File: config.mk
export PLATFORM = sky130hd
export DESIGN_NAME = midpoint_circle_span_generator_core
export DESIGN_NICKNAME = d
export VERILOG_FILES = /design/src/rtl/mcsg_pkg.sv /design/src/rtl/mcsg_front.sv /design/src/rtl/mcsg_queue.sv /design/src/rtl/mcsg_back.sv /design/src/rtl/midpoint_circle_span_generator_core.sv
export SDC_FILE = /design/constraint.sdc
export NUM_CORES = 1
export LEC_CHECK = 0
export ABC_CLOCK_PERIOD_IN_PS = 15960
export BUFFER_PORTS_ARGS = -buffer_cell sky130_fd_sc_hd__buf_2
export CORE_ASPECT_RATIO = 0.5
export CORE_MARGIN = 2
export CORE_UTILIZATION = 66
export DETAILED_ROUTE_END_ITERATION = 8
export HOLD_SLACK_MARGIN = 0.05
export PLACE_DENSITY = 0.87
export REMOVE_ABC_BUFFERS = 1
export SETUP_SLACK_MARGIN = 0.4
export SYNTH_ARGS = -nofsm -noshare
export SYNTH_HDL_FRONTEND = slang
export SYNTH_SLANG_ARGS = --single-unit
File: constraint.sdc
create_clock -name aclk -period 15.96 [get_ports aclk]
set_input_delay 1.596 -clock aclk [delete_from_list [all_inputs] [get_ports aclk]]
set_output_delay 1.596 -clock aclk [all_outputs]
set_load 0.05 [all_outputs]
File: src/rtl/mcsg_pkg.sv
// Package for the midpoint circle span generator.
// Item types, operation codes, register indexes and queue sizing.
// No dependencies.
`default_nettype none

package mcsg_pkg;

    localparam logic OP_START = 1'b0;
    localparam logic OP_STEP  = 1'b1;

    localparam logic REG_FRONT_COLOR = 1'b0;
    localparam logic [15:0] FRONT_COLOR_RESET = 16'hFFFF;

    localparam int QUEUE_DEPTH = 2;
    localparam int QUEUE_PTR_W = 1;
    localparam int QUEUE_CNT_W = 2;

    typedef struct packed {
        logic              operation;
        logic signed [15:0] center_x;
        logic signed [15:0] center_y;
        logic [11:0]        radius;
        logic               filled;
    } in_item_t;

    typedef struct packed {
        logic signed [15:0] span_left;
        logic signed [15:0] span_right;
        logic signed [15:0] span_row;
        logic [15:0]        pixel_color;
        logic               last_of_step;
        logic               circle_done;
    } out_item_t;

    typedef struct packed {
        logic fill;
        logic done;
    } job_flags_t;

endpackage

`default_nettype wire

File: src/rtl/mcsg_front.sv
// Front end: accepts items, holds the circle state and runs one midpoint
// iteration per step item, pushing the iteration's offsets to the queue.
// Depends on mcsg_pkg.
`default_nettype none

module mcsg_front #(
    parameter int COORD_WIDTH = 16
) (
    input  wire logic                      aclk,
    input  wire logic                      aresetn,
    input  wire logic                      s_valid,
    output logic                           s_ready,
    input  wire mcsg_pkg::in_item_t        s_item,
    input  wire logic                      q_ready,
    output logic                           q_push,
    output logic signed [COORD_WIDTH-1:0]  q_cx,
    output logic signed [COORD_WIDTH-1:0]  q_cy,
    output logic signed [COORD_WIDTH-1:0]  q_x,
    output logic signed [COORD_WIDTH-1:0]  q_y,
    output mcsg_pkg::job_flags_t           q_flags
);
    import mcsg_pkg::*;

    localparam logic signed [COORD_WIDTH-1:0] ONE = COORD_WIDTH'(1);

    logic signed [COORD_WIDTH-1:0] cx_reg, cx_next, cy_reg, cy_next;
    logic signed [COORD_WIDTH-1:0] x_reg, x_next, y_reg, y_next, e_reg, e_next;
    logic fill_reg, fill_next, busy_reg, busy_next;

    logic accept;
    logic y_inc, x_inc;
    logic signed [COORD_WIDTH-1:0] y1, e1, x2, e2;
    logic [31:0] cx_ext, cy_ext, r_ext, x_init, e_init;

    assign s_ready = q_ready;
    assign accept  = s_valid && s_ready;

    always_comb begin
        y_inc = (e_reg <= y_reg);
        y1    = y_inc ? y_reg + ONE : y_reg;
        e1    = y_inc ? e_reg + y1 + y1 + ONE : e_reg;
        x_inc = (e_reg > x_reg) || (e1 > y1);
        x2    = x_inc ? x_reg + ONE : x_reg;
        e2    = x_inc ? e1 + x2 + x2 + ONE : e1;
    end

    assign cx_ext = 32'(s_item.center_x);
    assign cy_ext = 32'(s_item.center_y);
    assign r_ext  = 32'(s_item.radius);
    assign x_init = 32'd0 - r_ext;
    assign e_init = 32'd2 - (r_ext << 1);

    assign q_push       = accept && (s_item.operation == OP_STEP) && busy_reg;
    assign q_cx         = cx_reg;
    assign q_cy         = cy_reg;
    assign q_x          = x_reg;
    assign q_y          = y_reg;
    assign q_flags.fill = fill_reg;
    assign q_flags.done = !x2[COORD_WIDTH-1];

    always_comb begin
        cx_next   = cx_reg;
        cy_next   = cy_reg;
        x_next    = x_reg;
        y_next    = y_reg;
        e_next    = e_reg;
        fill_next = fill_reg;
        busy_next = busy_reg;
        if (accept) begin
            if (s_item.operation == OP_START) begin
                cx_next   = cx_ext[COORD_WIDTH-1:0];
                cy_next   = cy_ext[COORD_WIDTH-1:0];
                x_next    = x_init[COORD_WIDTH-1:0];
                y_next    = '0;
                e_next    = e_init[COORD_WIDTH-1:0];
                fill_next = s_item.filled;
                busy_next = 1'b1;
            end else if (busy_reg) begin
                x_next    = x2;
                y_next    = y1;
                e_next    = e2;
                busy_next = x2[COORD_WIDTH-1];
            end
        end
    end

    always_ff @(posedge aclk) begin
        if (!aresetn) begin
            cx_reg   <= '0;
            cy_reg   <= '0;
            x_reg    <= '0;
            y_reg    <= '0;
            e_reg    <= '0;
            fill_reg <= 1'b0;
            busy_reg <= 1'b0;
        end else begin
            cx_reg   <= cx_next;
            cy_reg   <= cy_next;
            x_reg    <= x_next;
            y_reg    <= y_next;
            e_reg    <= e_next;
            fill_reg <= fill_next;
            busy_reg <= busy_next;
        end
    end

`ifndef ASSERT_OFF
    a_no_push_on_start: assert property (@(posedge aclk) disable iff (!aresetn)
        (accept && s_item.operation == OP_START) |-> !q_push)
        else $error("start item pushed a job");
    a_done_goes_idle: assert property (@(posedge aclk) disable iff (!aresetn)
        (q_push && q_flags.done) |=> !busy_reg)
        else $error("still busy after final iteration");
`endif

endmodule

`default_nettype wire

File: src/rtl/mcsg_queue.sv
// Short job queue between front and back end.
// Holds iteration offsets and flags. Depends on mcsg_pkg.
`default_nettype none

module mcsg_queue #(
    parameter int WIDTH = 66
) (
    input  wire logic             aclk,
    input  wire logic             aresetn,
    input  wire logic             push,
    output logic                  push_ready,
    input  wire logic [WIDTH-1:0] push_data,
    output logic                  pop_valid,
    input  wire logic             pop,
    output logic [WIDTH-1:0]      pop_data
);
    import mcsg_pkg::*;

    logic [WIDTH-1:0] slot_reg [QUEUE_DEPTH];
    logic [QUEUE_PTR_W-1:0] wr_reg, wr_next, rd_reg, rd_next;
    logic [QUEUE_CNT_W-1:0] cnt_reg, cnt_next;

    assign push_ready = (cnt_reg != QUEUE_CNT_W'(QUEUE_DEPTH));
    assign pop_valid  = (cnt_reg != '0);
    assign pop_data   = slot_reg[rd_reg];

    always_comb begin
        wr_next  = push ? wr_reg + 1'b1 : wr_reg;
        rd_next  = pop ? rd_reg + 1'b1 : rd_reg;
        cnt_next = cnt_reg + QUEUE_CNT_W'(push) - QUEUE_CNT_W'(pop);
    end

    always_ff @(posedge aclk) begin
        if (push) begin
            slot_reg[wr_reg] <= push_data;
        end
    end

    always_ff @(posedge aclk) begin
        if (!aresetn) begin
            wr_reg  <= '0;
            rd_reg  <= '0;
            cnt_reg <= '0;
        end else begin
            wr_reg  <= wr_next;
            rd_reg  <= rd_next;
            cnt_reg <= cnt_next;
        end
    end

`ifndef ASSERT_OFF
    a_no_overflow: assert property (@(posedge aclk) disable iff (!aresetn)
        push |-> (push_ready || pop))
        else $error("push into full queue");
    a_no_underflow: assert property (@(posedge aclk) disable iff (!aresetn)
        pop |-> pop_valid)
        else $error("pop from empty queue");
`endif

endmodule

`default_nettype wire

File: src/rtl/mcsg_back.sv
// Back end: expands one queued iteration into its two or four spans, one per
// cycle while m_ready allows, into the output register. Depends on mcsg_pkg.
`default_nettype none

module mcsg_back #(
    parameter int COORD_WIDTH = 16
) (
    input  wire logic                          aclk,
    input  wire logic                          aresetn,
    input  wire logic                          q_valid,
    output logic                               q_pop,
    input  wire logic signed [COORD_WIDTH-1:0] q_cx,
    input  wire logic signed [COORD_WIDTH-1:0] q_cy,
    input  wire logic signed [COORD_WIDTH-1:0] q_x,
    input  wire logic signed [COORD_WIDTH-1:0] q_y,
    input  wire mcsg_pkg::job_flags_t          q_flags,
    input  wire logic [15:0]                   front_color,
    output logic                               m_valid,
    input  wire logic                          m_ready,
    output mcsg_pkg::out_item_t                m_item
);
    import mcsg_pkg::*;

    function automatic logic [15:0] to_out(input logic signed [COORD_WIDTH-1:0] v);
        logic signed [31:0] w;
        w = 32'(v);
        return w[15:0];
    endfunction

    logic [1:0] idx_reg, idx_next;
    logic       valid_reg, valid_next;
    out_item_t  item_reg, item_next;
    logic       load, last;
    logic signed [COORD_WIDTH-1:0] col_l, col_r, row;

    assign load  = q_valid && (!valid_reg || m_ready);
    assign last  = q_flags.fill ? (idx_reg == 2'd1) : (idx_reg == 2'd3);
    assign q_pop = load && last;

    always_comb begin
        col_l = q_cx + q_x;
        col_r = q_cx - q_x;
        row   = q_cy + q_y;
        if (q_flags.fill) begin
            if (idx_reg[0]) begin
                row = q_cy - q_y;
            end
        end else begin
            case (idx_reg)
                2'd0: begin
                    col_l = q_cx - q_x;
                    row   = q_cy + q_y;
                end
                2'd1: begin
                    col_l = q_cx - q_y;
                    row   = q_cy - q_x;
                end
                2'd2: begin
                    col_l = q_cx + q_x;
                    row   = q_cy - q_y;
                end
                default: begin
                    col_l = q_cx + q_y;
                    row   = q_cy + q_x;
                end
            endcase
            col_r = col_l;
        end
    end

    always_comb begin
        idx_next   = idx_reg;
        valid_next = valid_reg;
        item_next  = item_reg;
        if (valid_reg && m_ready) begin
            valid_next = 1'b0;
        end
        if (load) begin
            valid_next             = 1'b1;
            item_next.span_left    = to_out(col_l);
            item_next.span_right   = to_out(col_r);
            item_next.span_row     = to_out(row);
            item_next.pixel_color  = front_color;
            item_next.last_of_step = last;
            item_next.circle_done  = last && q_flags.done;
            idx_next               = last ? 2'd0 : idx_reg + 2'd1;
        end
    end

    always_ff @(posedge aclk) begin
        item_reg <= item_next;
    end

    always_ff @(posedge aclk) begin
        if (!aresetn) begin
            idx_reg   <= '0;
            valid_reg <= 1'b0;
        end else begin
            idx_reg   <= idx_next;
            valid_reg <= valid_next;
        end
    end

    assign m_valid = valid_reg;
    assign m_item  = item_reg;

`ifndef ASSERT_OFF
    a_done_is_last: assert property (@(posedge aclk) disable iff (!aresetn)
        (m_valid && m_item.circle_done) |-> m_item.last_of_step)
        else $error("circle done on a span that is not last of step");
    a_fill_two_spans: assert property (@(posedge aclk) disable iff (!aresetn)
        (q_valid && q_flags.fill) |-> !idx_reg[1])
        else $error("filled iteration past its second span");
`endif

endmodule

`default_nettype wire

File: src/rtl/midpoint_circle_span_generator_core.sv
// Midpoint circle span generator, top level: APB color register,
// front end, job queue and span back end. Depends on mcsg_pkg.
// The spans of a step pass through the job queue and the output register.
// Throughput: one span per cycle from the output register while m_ready is
// high; a step gives four spans in outline mode and two in filled mode.
// Reset (aresetn low, synchronous): circle idle, front_color = 0xFFFF.
`default_nettype none

module midpoint_circle_span_generator_core #(
    parameter int COORD_WIDTH = 16
) (
    input  wire logic                aclk,
    input  wire logic                aresetn,
    input  wire logic                s_valid,
    output logic                     s_ready,
    input  wire mcsg_pkg::in_item_t  s_item,
    output logic                     m_valid,
    input  wire logic                m_ready,
    output mcsg_pkg::out_item_t      m_item,
    input  wire logic                psel,
    input  wire logic                penable,
    input  wire logic                pwrite,
    input  wire logic [2:0]          paddr,
    input  wire logic [31:0]         pwdata,
    output logic [31:0]              prdata,
    output logic                     pready
);
    import mcsg_pkg::*;

    localparam int JOB_W = 4 * COORD_WIDTH + $bits(job_flags_t);

    logic [15:0] color_reg, color_next;

    logic q_push, q_ready, q_valid, q_pop;
    logic signed [COORD_WIDTH-1:0] f_cx, f_cy, f_x, f_y;
    logic signed [COORD_WIDTH-1:0] b_cx, b_cy, b_x, b_y;
    job_flags_t f_flags, b_flags;
    logic [JOB_W-1:0] push_data, pop_data;

    assign pready = 1'b1;

    always_comb begin
        color_next = color_reg;
        if (psel && penable && pwrite && pready && (paddr[2] == REG_FRONT_COLOR)) begin
            color_next = pwdata[15:0];
        end
    end

    always_ff @(posedge aclk) begin
        if (!aresetn) begin
            color_reg <= FRONT_COLOR_RESET;
        end else begin
            color_reg <= color_next;
        end
    end

    assign prdata = (paddr[2] == REG_FRONT_COLOR) ? 32'(color_reg) : 32'd0;

    mcsg_front #(.COORD_WIDTH(COORD_WIDTH)) u_front (
        .aclk    (aclk),
        .aresetn (aresetn),
        .s_valid (s_valid),
        .s_ready (s_ready),
        .s_item  (s_item),
        .q_ready (q_ready),
        .q_push  (q_push),
        .q_cx    (f_cx),
        .q_cy    (f_cy),
        .q_x     (f_x),
        .q_y     (f_y),
        .q_flags (f_flags)
    );

    assign push_data = {f_cx, f_cy, f_x, f_y, f_flags};
    assign {b_cx, b_cy, b_x, b_y, b_flags} = pop_data;

    mcsg_queue #(.WIDTH(JOB_W)) u_queue (
        .aclk       (aclk),
        .aresetn    (aresetn),
        .push       (q_push),
        .push_ready (q_ready),
        .push_data  (push_data),
        .pop_valid  (q_valid),
        .pop        (q_pop),
        .pop_data   (pop_data)
    );

    mcsg_back #(.COORD_WIDTH(COORD_WIDTH)) u_back (
        .aclk        (aclk),
        .aresetn     (aresetn),
        .q_valid     (q_valid),
        .q_pop       (q_pop),
        .q_cx        (b_cx),
        .q_cy        (b_cy),
        .q_x         (b_x),
        .q_y         (b_y),
        .q_flags     (b_flags),
        .front_color (color_reg),
        .m_valid     (m_valid),
        .m_ready     (m_ready),
        .m_item      (m_item)
    );

endmodule

`default_nettype wire

Word level (Yosys, flattened, before mapping)

Memories as Yosys holds them, arrays and structs flattened. A register that Yosys moved wholly into a read port is not among the register bits.
Index checks and enable logic that the tools add are counted.

Add/subtract/negate cells: 23
Magnitude comparators: 3
Equality and inequality tests: 5
Multiplexer cells: 27
Bitwise logic cells: 2
Reduce and logical (&&, ||, !) cells: 19

Operators with widths:

| operator                                           | count |
|---|---|
| two-way mux 16 bit                                 | 15 |
| adder 16 bit                                       | 8 |
| one-hot mux 16 bit (3 select lines)                | 2 |
| adder 16 x 2 -> 16 bit (second input constant)     | 4 |
| subtractor 16 bit                                  | 4 |
| greater-than comparator 16 bit                     | 2 |
| less-or-equal comparator 16 bit                    | 1 |
| subtractor 2 x 13 -> 14 bit (first input constant) | 1 |
| subtractor 1 x 12 -> 13 bit (first input constant) | 1 |
| logical AND 1 bit                                  | 10 |
| two-way mux 1 bit                                  | 9 |
| == test 2 bit (second input constant)              | 2 |
| AND reduction 2 bit                                | 2 |
| nonzero test 2 bit                                 | 2 |
| adder 1 bit (second input constant)                | 2 |
| adder 2 x 1 -> 2 bit                               | 1 |
| adder 2 x 1 -> 2 bit (second input constant)       | 1 |
| == test 2 x 1 -> 1 bit (second input constant)     | 1 |
| logical NOT 1 bit                                  | 2 |
| logical NOT 2 bit                                  | 1 |
| logical OR 1 bit                                   | 2 |
| two-way mux 2 bit                                  | 1 |
| != test 2 x 1 -> 1 bit (second input constant)     | 1 |
| != test 2 bit (second input constant)              | 1 |
| 2 further kinds                                    | 3 |

Bits in registers: 171
RAM bits: 132
Bits of input ports: 88
Output and inout port bits: 101
Logic and storage cells: 99
Memories: 1

Memory list:

| name             | depth | width | read ports | clocked after Yosys merged registers in | write ports | line             | source |
|---|---|---|---|---|---|---|---|
| u_queue.slot_reg | 2     | 66    | 1          | 1                                       | 1           | mcsg_queue.sv:19 | `logic [WIDTH-1:0] slot_reg [QUEUE_DEPTH];` |

Longest topological paths before layout

Gate-level depths: netlist (run 1).

Depth after elaboration: 15
Gate-level depth with buffers: 49
Mapped depth without buffers: 44

Cells and area by module

A second synthesis (run 1) with hierarchy kept.

Cells, all modules: 2194
Area total of the unflattened synthesis: 21291.7 um^2

By module, submodules not included:

| module                              | times used | cells an instance | area each (um^2) | seq. area each (um^2) |
|---|---|---|---|---|
| mcsg_back                           | 1          | 926               | 8165.3           | 2011.9 |
| mcsg_front                          | 1          | 936               | 6990.5           | 1641.6 |
| mcsg_queue                          | 1          | 226               | 5148.7           | 4063.9 |
| midpoint_circle_span_generator_core | 1          | 106               | 987.2            | 320.3 |

Worst setup path after synthesis (run 1)

No wires, ideal clock.

Kind: register -> register
Start: register u_front.y_reg[7], in the netlist u_front.q_y[7]
End: register u_front.e_reg[14]
Setup time: 122 ps
Arrival: 9052 ps
Data required time: 15838 ps
Slack: 6786 ps
Stages on the path, launching flop included: 46
Path buffers: 3
Clock period less this slack: 9174 ps
Cell sequence: dfxtp_1 > inv_1 > ha_1 > nand4_2 > a2111oi_4 > nor4_1 > o21ai_0 > clkbuf_1 > clkbuf_1 > nand4_1 > xnor2_1 > inv_1 > ha_1 > a21o_1 > a21o_1 > a21o_1 > a311oi_1 > nor2_1 > [... 10 more ...] > mux2_1 > a32o_2 > buf_2 > nand2_1 > o21ai_1 > ha_1 > nor2b_1 > o21ai_0 > a21boi_0 > o21ai_0 > a21boi_0 > o21ai_0 > a21oi_1 > o41ai_1 > o21bai_1 > a21oi_1 > xnor2_1 > a311o_1

Longest elaborated chain between the ends: 15
Elaborated cells between the ends (all ways): 16
Classes of those cells: 7 x add/sub; 2 x order compare; 6 x mux; 1 x reduce/logical

Ends and longest elaborated chain:

| what                                                                             | line                               | source |
|---|---|---|
| start: declaration                                                               | mcsg_front.sv:27                   | `logic signed [COORD_WIDTH-1:0] x_reg, x_next, y_reg, y_next, e_reg, e_next;` |
| start signal: assignment                                                         | mcsg_front.sv:100                  | `y_reg <= y_next;` |
| adder 16 x 2 -> 16 bit / less-or-equal comparator 16 bit (equally long branches) | mcsg_front.sv:40, mcsg_front.sv:39 |  |
| two-way mux 16 bit                                                               | mcsg_front.sv:40                   | `y1 = y_inc ? y_reg + ONE : y_reg;` |
| adder 16 bit (2 in a row)                                                        | mcsg_front.sv:41                   | `e1 = y_inc ? e_reg + y1 + y1 + ONE : e_reg;` |
| adder 16 x 2 -> 16 bit                                                           | mcsg_front.sv:41                   |  |
| two-way mux 16 bit                                                               | mcsg_front.sv:41                   |  |
| greater-than comparator 16 bit                                                   | mcsg_front.sv:42                   | `x_inc = (e_reg > x_reg) \|\| (e1 > y1);` |
| logical OR 1 bit                                                                 | mcsg_front.sv:42                   |  |
| two-way mux 16 bit                                                               | mcsg_front.sv:43                   | `x2 = x_inc ? x_reg + ONE : x_reg;` |
| adder 16 bit (2 in a row)                                                        | mcsg_front.sv:44                   | `e2 = x_inc ? e1 + x2 + x2 + ONE : e1;` |
| adder 16 x 2 -> 16 bit                                                           | mcsg_front.sv:44                   |  |
| two-way mux 16 bit *                                                             | mcsg_front.sv:44                   |  |
| two-way mux 16 bit *                                                             | mcsg_front.sv:78                   | `end else if (busy_reg) begin` |
| two-way mux 16 bit *                                                             | mcsg_front.sv:70                   | `if (s_item.operation == OP_START) begin` |
| end signal: assignment                                                           | mcsg_front.sv:101                  | `e_reg <= e_next;` |
| end: declaration                                                                 | mcsg_front.sv:27                   |  |

Every way passes the cells marked *; elsewhere a longest branch is shown, timed or not. The select of a mux whose other input is x is not followed.
A chain may end at the register's enable or synchronous reset.

Worst setup path after layout (run 1)

Start: register u_front.y_reg[15], in the netlist u_front.q_y[15]
End: register u_front.e_reg[14]

The elaborated chain is that of the path after synthesis.

==> results.py, run 1 <==
metrics = {
    "floorplan": {
        "start_util": 0.6759,
        "core_area_um2": 30520,
        "ios": 189,
        "dieArea_um2": 32770,
        "floorplan.rows": 45,
        "die_h_um": 129.0,
        "chipWidth_um": 254.0,
    },
    "setup_path": {
        "r2r-start": "u_front.q_y[15]$_SDFFE_PN0P_",
        "critical_path_required_ns": 16.42,
        "crit_fanout": 31,
        "cp-end-kind": "flip-flop",
        "reg2reg_depth": 41,
        "path_buf_inv": 2,
        "reg2reg_to": "u_front.e_reg[14]$_SDFFE_PN0P_",
        "criticalPathCategory": "flip-flop to flip-flop",
        "crit_family": "compound AO/OA/AOI/OAI gates",
        "cp_data_arrival_time_ns": 11.79,
        "critPathMaxStageDelay_ns": 0.55,
        "crit_slowest_cell": "ha_1",
        "r2r_slack_ns": 4.64,
        "start_kind": "flip-flop",
    },
    "logic_synthesis": {
        "yosysWarningCount": 0,
        "yosysTopAreaCellShare": 0.2868,
        "synthTopCellsByCount": "nand2_1, edfxtp_1, ha_1",
        "yosys_most_used_dff": "edfxtp_1",
        "seq_area_frac_synth": 0.3897,
        "synth_cells": 2182,
        "ys_top_cells_by_area": "edfxtp_1, ha_1, dfxtp_1, xnor2_1, nand2_1",
        "yosysTopAreaCell": "edfxtp_1",
        "syn_avg_cell_area_um2": 9.453,
        "yosysMostFrequentCell": "nand2_1",
        "synth_seq_cells": 303,
        "synth_cell_types": 94,
        "ys_async_sr_fraction": 0,
        "synth_enable_flop_cells": 197,
        "synthesis.area_um2": 20630,
    },
    "sta": {
        "drv_slew": 0,
        "rsz0062_at_grt": "false",
        "slew_headroom": 0.2865,
        "hold_violations": 0,
        "clock_skew_ns": 0.04078,
        "worst_pin_slew_ns": 1.068,
        "fin_ws_ns": 4.639,
        "fmax_mhz": 88.33,
        "setup_tns_ns": 0,
        "period_share": 0.7093,
        "fin_crit_ns": 11.32,
        "setup_viol": 0,
    },
    "detailed_routing": {
        "wl_per_cell_um": 20.25,
        "first_pass_iters": 6,
        "wirelength_um": 55430,
        "drc": 0,
        "ant_nets": 0,
        "vias": 17140,
        "drt_iter0_markers": 1839,
        "via_per_inst": 6.263,
    },
    "cells_and_area": {
        "antenna_cells": 0,
        "syn2layout_area_growth_pct": 9.257,
        "largest_reg_flops": 132,
        "nets": 2567,
        "drive_above_1_share": 0.1288,
        "fillCellCount": 2166,
    },
    "cts": {
        "cts_root_buf": "clkbuf_16",
        "cts_tree": "yes",
        "cts_setup_buffers": 0,
        "clk_path_buf_depth": 3,
        "cts_resized": 0,
        "insertion_delay_ns": 0.59,
        "htree_levels": 1,
        "clk_pin_slew_worst_paths_ns": 0.08,
        "cts_buffers": 27,
        "cts_num_sinks": 303,
        "cts_hold_buf": 0,
    },
    "placed_design": {
        "hpwl_um": 39260,
        "io_buffers": 153,
        "post-place-ws_ns": 5.013,
        "gp_congestion": 0.9838,
    },
    "global_route": {
        "grt_max_degree": 67,
        "antenna_found_initial": 0,
        "grt_pass1_wl_um": 85160,
        "grt_use_total": 0.3333,
        "grt_pass1_vias": 16130,
        "grt_overflow": 0,
    },
    "status": {
        "status": "completed",
    },
    "worst_hold_path": {
        "hp-start": "u_front.q_cx[4]$_SDFFE_PN0P_",
        "hold_depth": 0,
        "hold-path-endpoint": "u_queue.slot_reg[0][54]$_DFFE_PP_",
        "min_path_type": "flip-flop to flip-flop",
    },
    "pwr": {
        "power.density_nw_per_um2": 116.2,
        "ir_drop_mv": 0.07886,
        "cellLeakagePower_nw": 8.928,
    },
    "run": {
        "cap_violations": 0,
    },
}
[cell type report]
type	instances	area [um^2]	area share
timing repair buffer	173	915.9	0.04064
tap	423	529.3	0.02349
clock inverter	9	125.1	0.005552
clock buffer	40	744.5	0.03304
sequential	303	8041	0.3568
multi-input combinational	1642	11630	0.5160
inverter	147	551.8	0.02448
[stage by stage]
step | power (mW) | utilization | instance area [um^2] | hold WS (ns) | cells
after floorplan | 1.706 | - | 20180 | 0.4223 | 2092
after global placement | 1.920 | 0.7100 | 21670 | 0.4300 | 2688
after detailed placement | 1.952 | 0.7100 | 21670 | 0.4325 | 2688
after CTS | 2.608 | 0.7385 | 22540 | 0.4431 | 2737
after global routing | 2.761 | 0.7385 | 22540 | 0.4401 | 2737
final | 2.619 | 0.7385 | 22540 | 0.4346 | 2737
[cells in the final DEF, fill, tap and decap left out, types with 25 or more instances in the layout]
cell       count
a21boi_0      49
a21o_1        31
a21oi_1      136
and2_1        25
buf_2        153
clkbuf_16     27
dfxtp_1      105
edfxtp_1     197
ha_1         177
inv_1        144
mux2_2        37
mux2i_1       46
nand2_1      209
nand3_1       47
nor2_1       143
nor2b_1       45
nor3_1        43
o21ai_0       98
xnor2_1      146
xor2_1        39
[report_power, final]
group	switching, mW	internal [mW]
Combinational	0.639	0.410
Clock	0.299	0.359
Sequential	0.0322	0.880
[worst reg2reg max path, delay by kind of cell (launching register included)]
family | cells | cell delay (ns)
xor+xnor | 4 | 0.95
compound gates | 20 | 4.66
fa+ha+maj | 4 | 1.60
simple gates | 10 | 2.85
buf+inv | 2 | 0.45
flops | 1 | 0.48
mux | 1 | 0.19
[metal layers]
metal / global-route usage / wire [um] / vias to the layer above
li1: - / - / 8050
met1: 0.4492 / 22940 / 8067
met2: 0.5587 / 25390 / 905
met3: 0.05240 / 5443 / 119
met4: 0.1031 / 1659 / 0
met5: 0 / 0 / -
[cell families (layout without fill, tap and decap cells)]
logic type                 after synthesis  count (layout)  share of synthesized area
DFF                                    303             303                     0.3897
AOI/OAI and AO/OA                      548             548                     0.1761
and+or+nand+nor                        622             622                     0.1457
adders and majority gates              185             185                     0.1151
xor gates and xnor gates               185             185                    0.07856
other                                    2              17                  0.0003641
muxes                                   85              85                    0.04355
buffers and inverters                  252             369                    0.05089
[worst max path at each step]
stage	cells after the start	start	to	slack, ns
after global placement	41	u_front.q_y[15]$_SDFFE_PN0P_	u_front.e_reg[14]$_SDFFE_PN0P_	5.21
after detailed placement	41	u_front.q_y[15]$_SDFFE_PN0P_	u_front.e_reg[14]$_SDFFE_PN0P_	5.01
final	41	u_front.q_y[15]$_SDFFE_PN0P_	u_front.e_reg[14]$_SDFFE_PN0P_	4.64
after global routing	43	u_front.q_y[15]$_SDFFE_PN0P_	u_front.e_reg[14]$_SDFFE_PN0P_	3.93
after CTS	41	u_front.q_y[15]$_SDFFE_PN0P_	u_front.e_reg[14]$_SDFFE_PN0P_	4.88
after floorplan	41	u_front.q_y[7]$_SDFFE_PN0P_	u_front.e_reg[15]$_SDFFE_PN0P_	4.74
(Power assumes the default switching activity.)
==> run 2: changes to the inputs <==
- ABC_CLOCK_PERIOD_IN_PS: 15960 -> 11200
- CORE_UTILIZATION: 66 -> 61
- PLACE_DENSITY: 0.87 -> 0.82
- clock period: 15.96 -> 11.2 ns (I/O delays scaled with it)
==> run 2 against run 1 <==
Sequential cell count unchanged; clock-buffer cell count fell by 8; maximum frequency grew 12%; non-clock buffer count is 8 higher; critical path type unchanged; first-iteration DRC count decreased by 14%; clock power up 46%.
==> results.py, run 2 (same netlist as run 1, synthesis figures left out) <==
metrics = {
    "status": {
        "status": "completed",
    },
    "setup_path": {
        "crit_slowest_cell": "a2111oi_4",
        "r2r_slack_ns": 1.06,
        "reg2reg_depth": 43,
        "r2r-start": "u_front.q_y[15]$_SDFFE_PN0P_",
        "cp_data_arrival_time_ns": 10.64,
        "criticalPathCategory": "flip-flop to flip-flop",
        "critical_path_required_ns": 11.71,
        "cp-end-kind": "flip-flop",
        "reg2reg_to": "u_front.e_reg[15]$_SDFFE_PN0P_",
        "crit_fanout": 21,
        "start_kind": "flip-flop",
        "critPathMaxStageDelay_ns": 0.49,
        "worstSetupStartpoint": "u_front.q_y[15]$_SDFFE_PN0P_",
    },
    "detailed_routing": {
        "via_per_inst": 6.075,
        "first_pass_iters": 7,
        "wirelength_um": 53270,
        "drc": 0,
        "wl_per_cell_um": 19.29,
        "vias": 16780,
        "drt_iter0_markers": 1576,
        "ant_nets": 0,
    },
    "floorplan": {
        "die_h_um": 134.0,
        "ios": 189,
        "floorplan.rows": 47,
        "core_area_um2": 33170,
        "dieArea_um2": 35390,
        "chipWidth_um": 264.1,
        "start_util": 0.6219,
    },
    "pwr": {
        "cellLeakagePower_nw": 9.036,
        "ir_drop_mv": 0.1455,
        "power.density_nw_per_um2": 166.6,
        "total_power_mw": 3.784,
    },
    "worst_hold_path": {
        "hold-path-endpoint": "u_back.m_item[9]$_DFFE_PP_",
        "hp-start": "color_reg[7]$_SDFFE_PN1P_",
        "min_path_type": "flip-flop to flip-flop",
        "hold_depth": 0,
    },
    "sta": {
        "fmax_mhz": 98.63,
        "holdWs_ns": 0.4474,
        "setup_tns_ns": 0,
        "worst_pin_slew_ns": 1.007,
        "period_share": 0.9052,
        "hold_violations": 0,
        "rsz0062_at_grt": "false",
        "fin_crit_ns": 10.14,
        "drv_slew": 0,
        "clock_skew_ns": 0.02220,
        "slew_headroom": 0.3287,
        "setup_viol": 0,
    },
    "cells_and_area": {
        "syn2layout_area_growth_pct": 10.13,
        "fin_area_um2": 22720,
        "final_cell_mix": "nand2_1, edfxtp_1, ha_1, buf_2, inv_1",
        "postLayoutCoreUtil": 0.6849,
        "drive_above_1_share": 0.1374,
        "final_common_cell": "nand2_1",
        "antenna_cells": 0,
        "multi_input_area_um2": 11680,
        "fillCellCount": 2475,
        "largest_reg_flops": 132,
        "seqCellArea_um2": 8043,
        "nets": 2575,
    },
    "global_route": {
        "grt_pass1_wl_um": 82470,
        "grt_overflow": 0,
        "grt_pass1_vias": 15760,
        "antenna_found_initial": 0,
        "grt_use_total": 0.2937,
        "grt_max_degree": 67,
    },
    "cts": {
        "clk_path_buf_depth": 3,
        "cts_root_buf": "clkbuf_16",
        "cts_num_sinks": 303,
        "insertion_delay_ns": 0.57,
        "cts_tree": "yes",
        "htree_levels": 1,
        "cts_buffers": 27,
        "clk_pin_slew_worst_paths_ns": 0.07,
    },
    "placed_design": {
        "io_buffers": 153,
        "gp_congestion": 1.000,
        "placed_cell_area_um2": 21740,
        "hpwl_um": 38980,
    },
    "run": {
        "cap_violations": 0,
    },
}
run 2: what timing repair did:
item,4_1_cts,5_1_grt
buffers inserted,0,1
hold buffers,0,0
endpoints found under the setup margin,0,7
resized for setup,0,14
run 2: power breakdown:
| part | internal, mW | switching, mW |
|---|---|---|
| sequential | 1.25 | 0.0469 |
| combinational | 0.596 | 0.923 |
| clock | 0.545 | 0.420 |
run 2: per-layer routing:
metal  share of wire  vias up  track usage
li1                -     8046            -
met1            0.43     7832       0.4031
met2            0.44      769       0.4759
met3           0.087      133      0.04241
met4           0.039        0       0.1111
met5               0        -            0
run 2: worst max path at each step:
stage | endpoint | depth (start not counted)
detailed placement | u_front.e_reg[14]$_SDFFE_PN0P_ | 44
finish | u_front.e_reg[15]$_SDFFE_PN0P_ | 43
floorplan | u_front.e_reg[15]$_SDFFE_PN0P_ | 41
CTS | u_front.e_reg[14]$_SDFFE_PN0P_ | 44
global placement | u_front.e_reg[14]$_SDFFE_PN0P_ | 42
global route | u_front.e_reg[14]$_SDFFE_PN0P_ | 42
run 2: per-stage QoR:
stage                     worst slack (ns)  instances
final                                1.061       2762
after global routing                0.3424       2762
after CTS                           0.8956       2761
after detailed placement            0.9285       2713
after global placement               1.143       2713
after floorplan                   -0.01884       2092
run 2: final cells by class:
cell class / count / area share
well taps: 441 / 0.02429
flip-flops and latches: 303 / 0.3541
clock inverters: 16 / 0.008813
repair buffers: 181 / 0.04329
clock buffers: 32 / 0.03101
inverters: 147 / 0.02429
multi-input cells: 1642 / 0.5142
run 2: critical path: cells and delay by family, from the launching register on:
kind | cells | cell delay [ns]
adders and majority gates | 4 | 1.49
DFF | 1 | 0.45
xor gates and xnor gates | 4 | 0.74
AOI/OAI and AO/OA | 17 | 3.72
and+or+nand+nor | 14 | 3.06
muxes | 1 | 0.18
buffers and inverters | 3 | 0.41
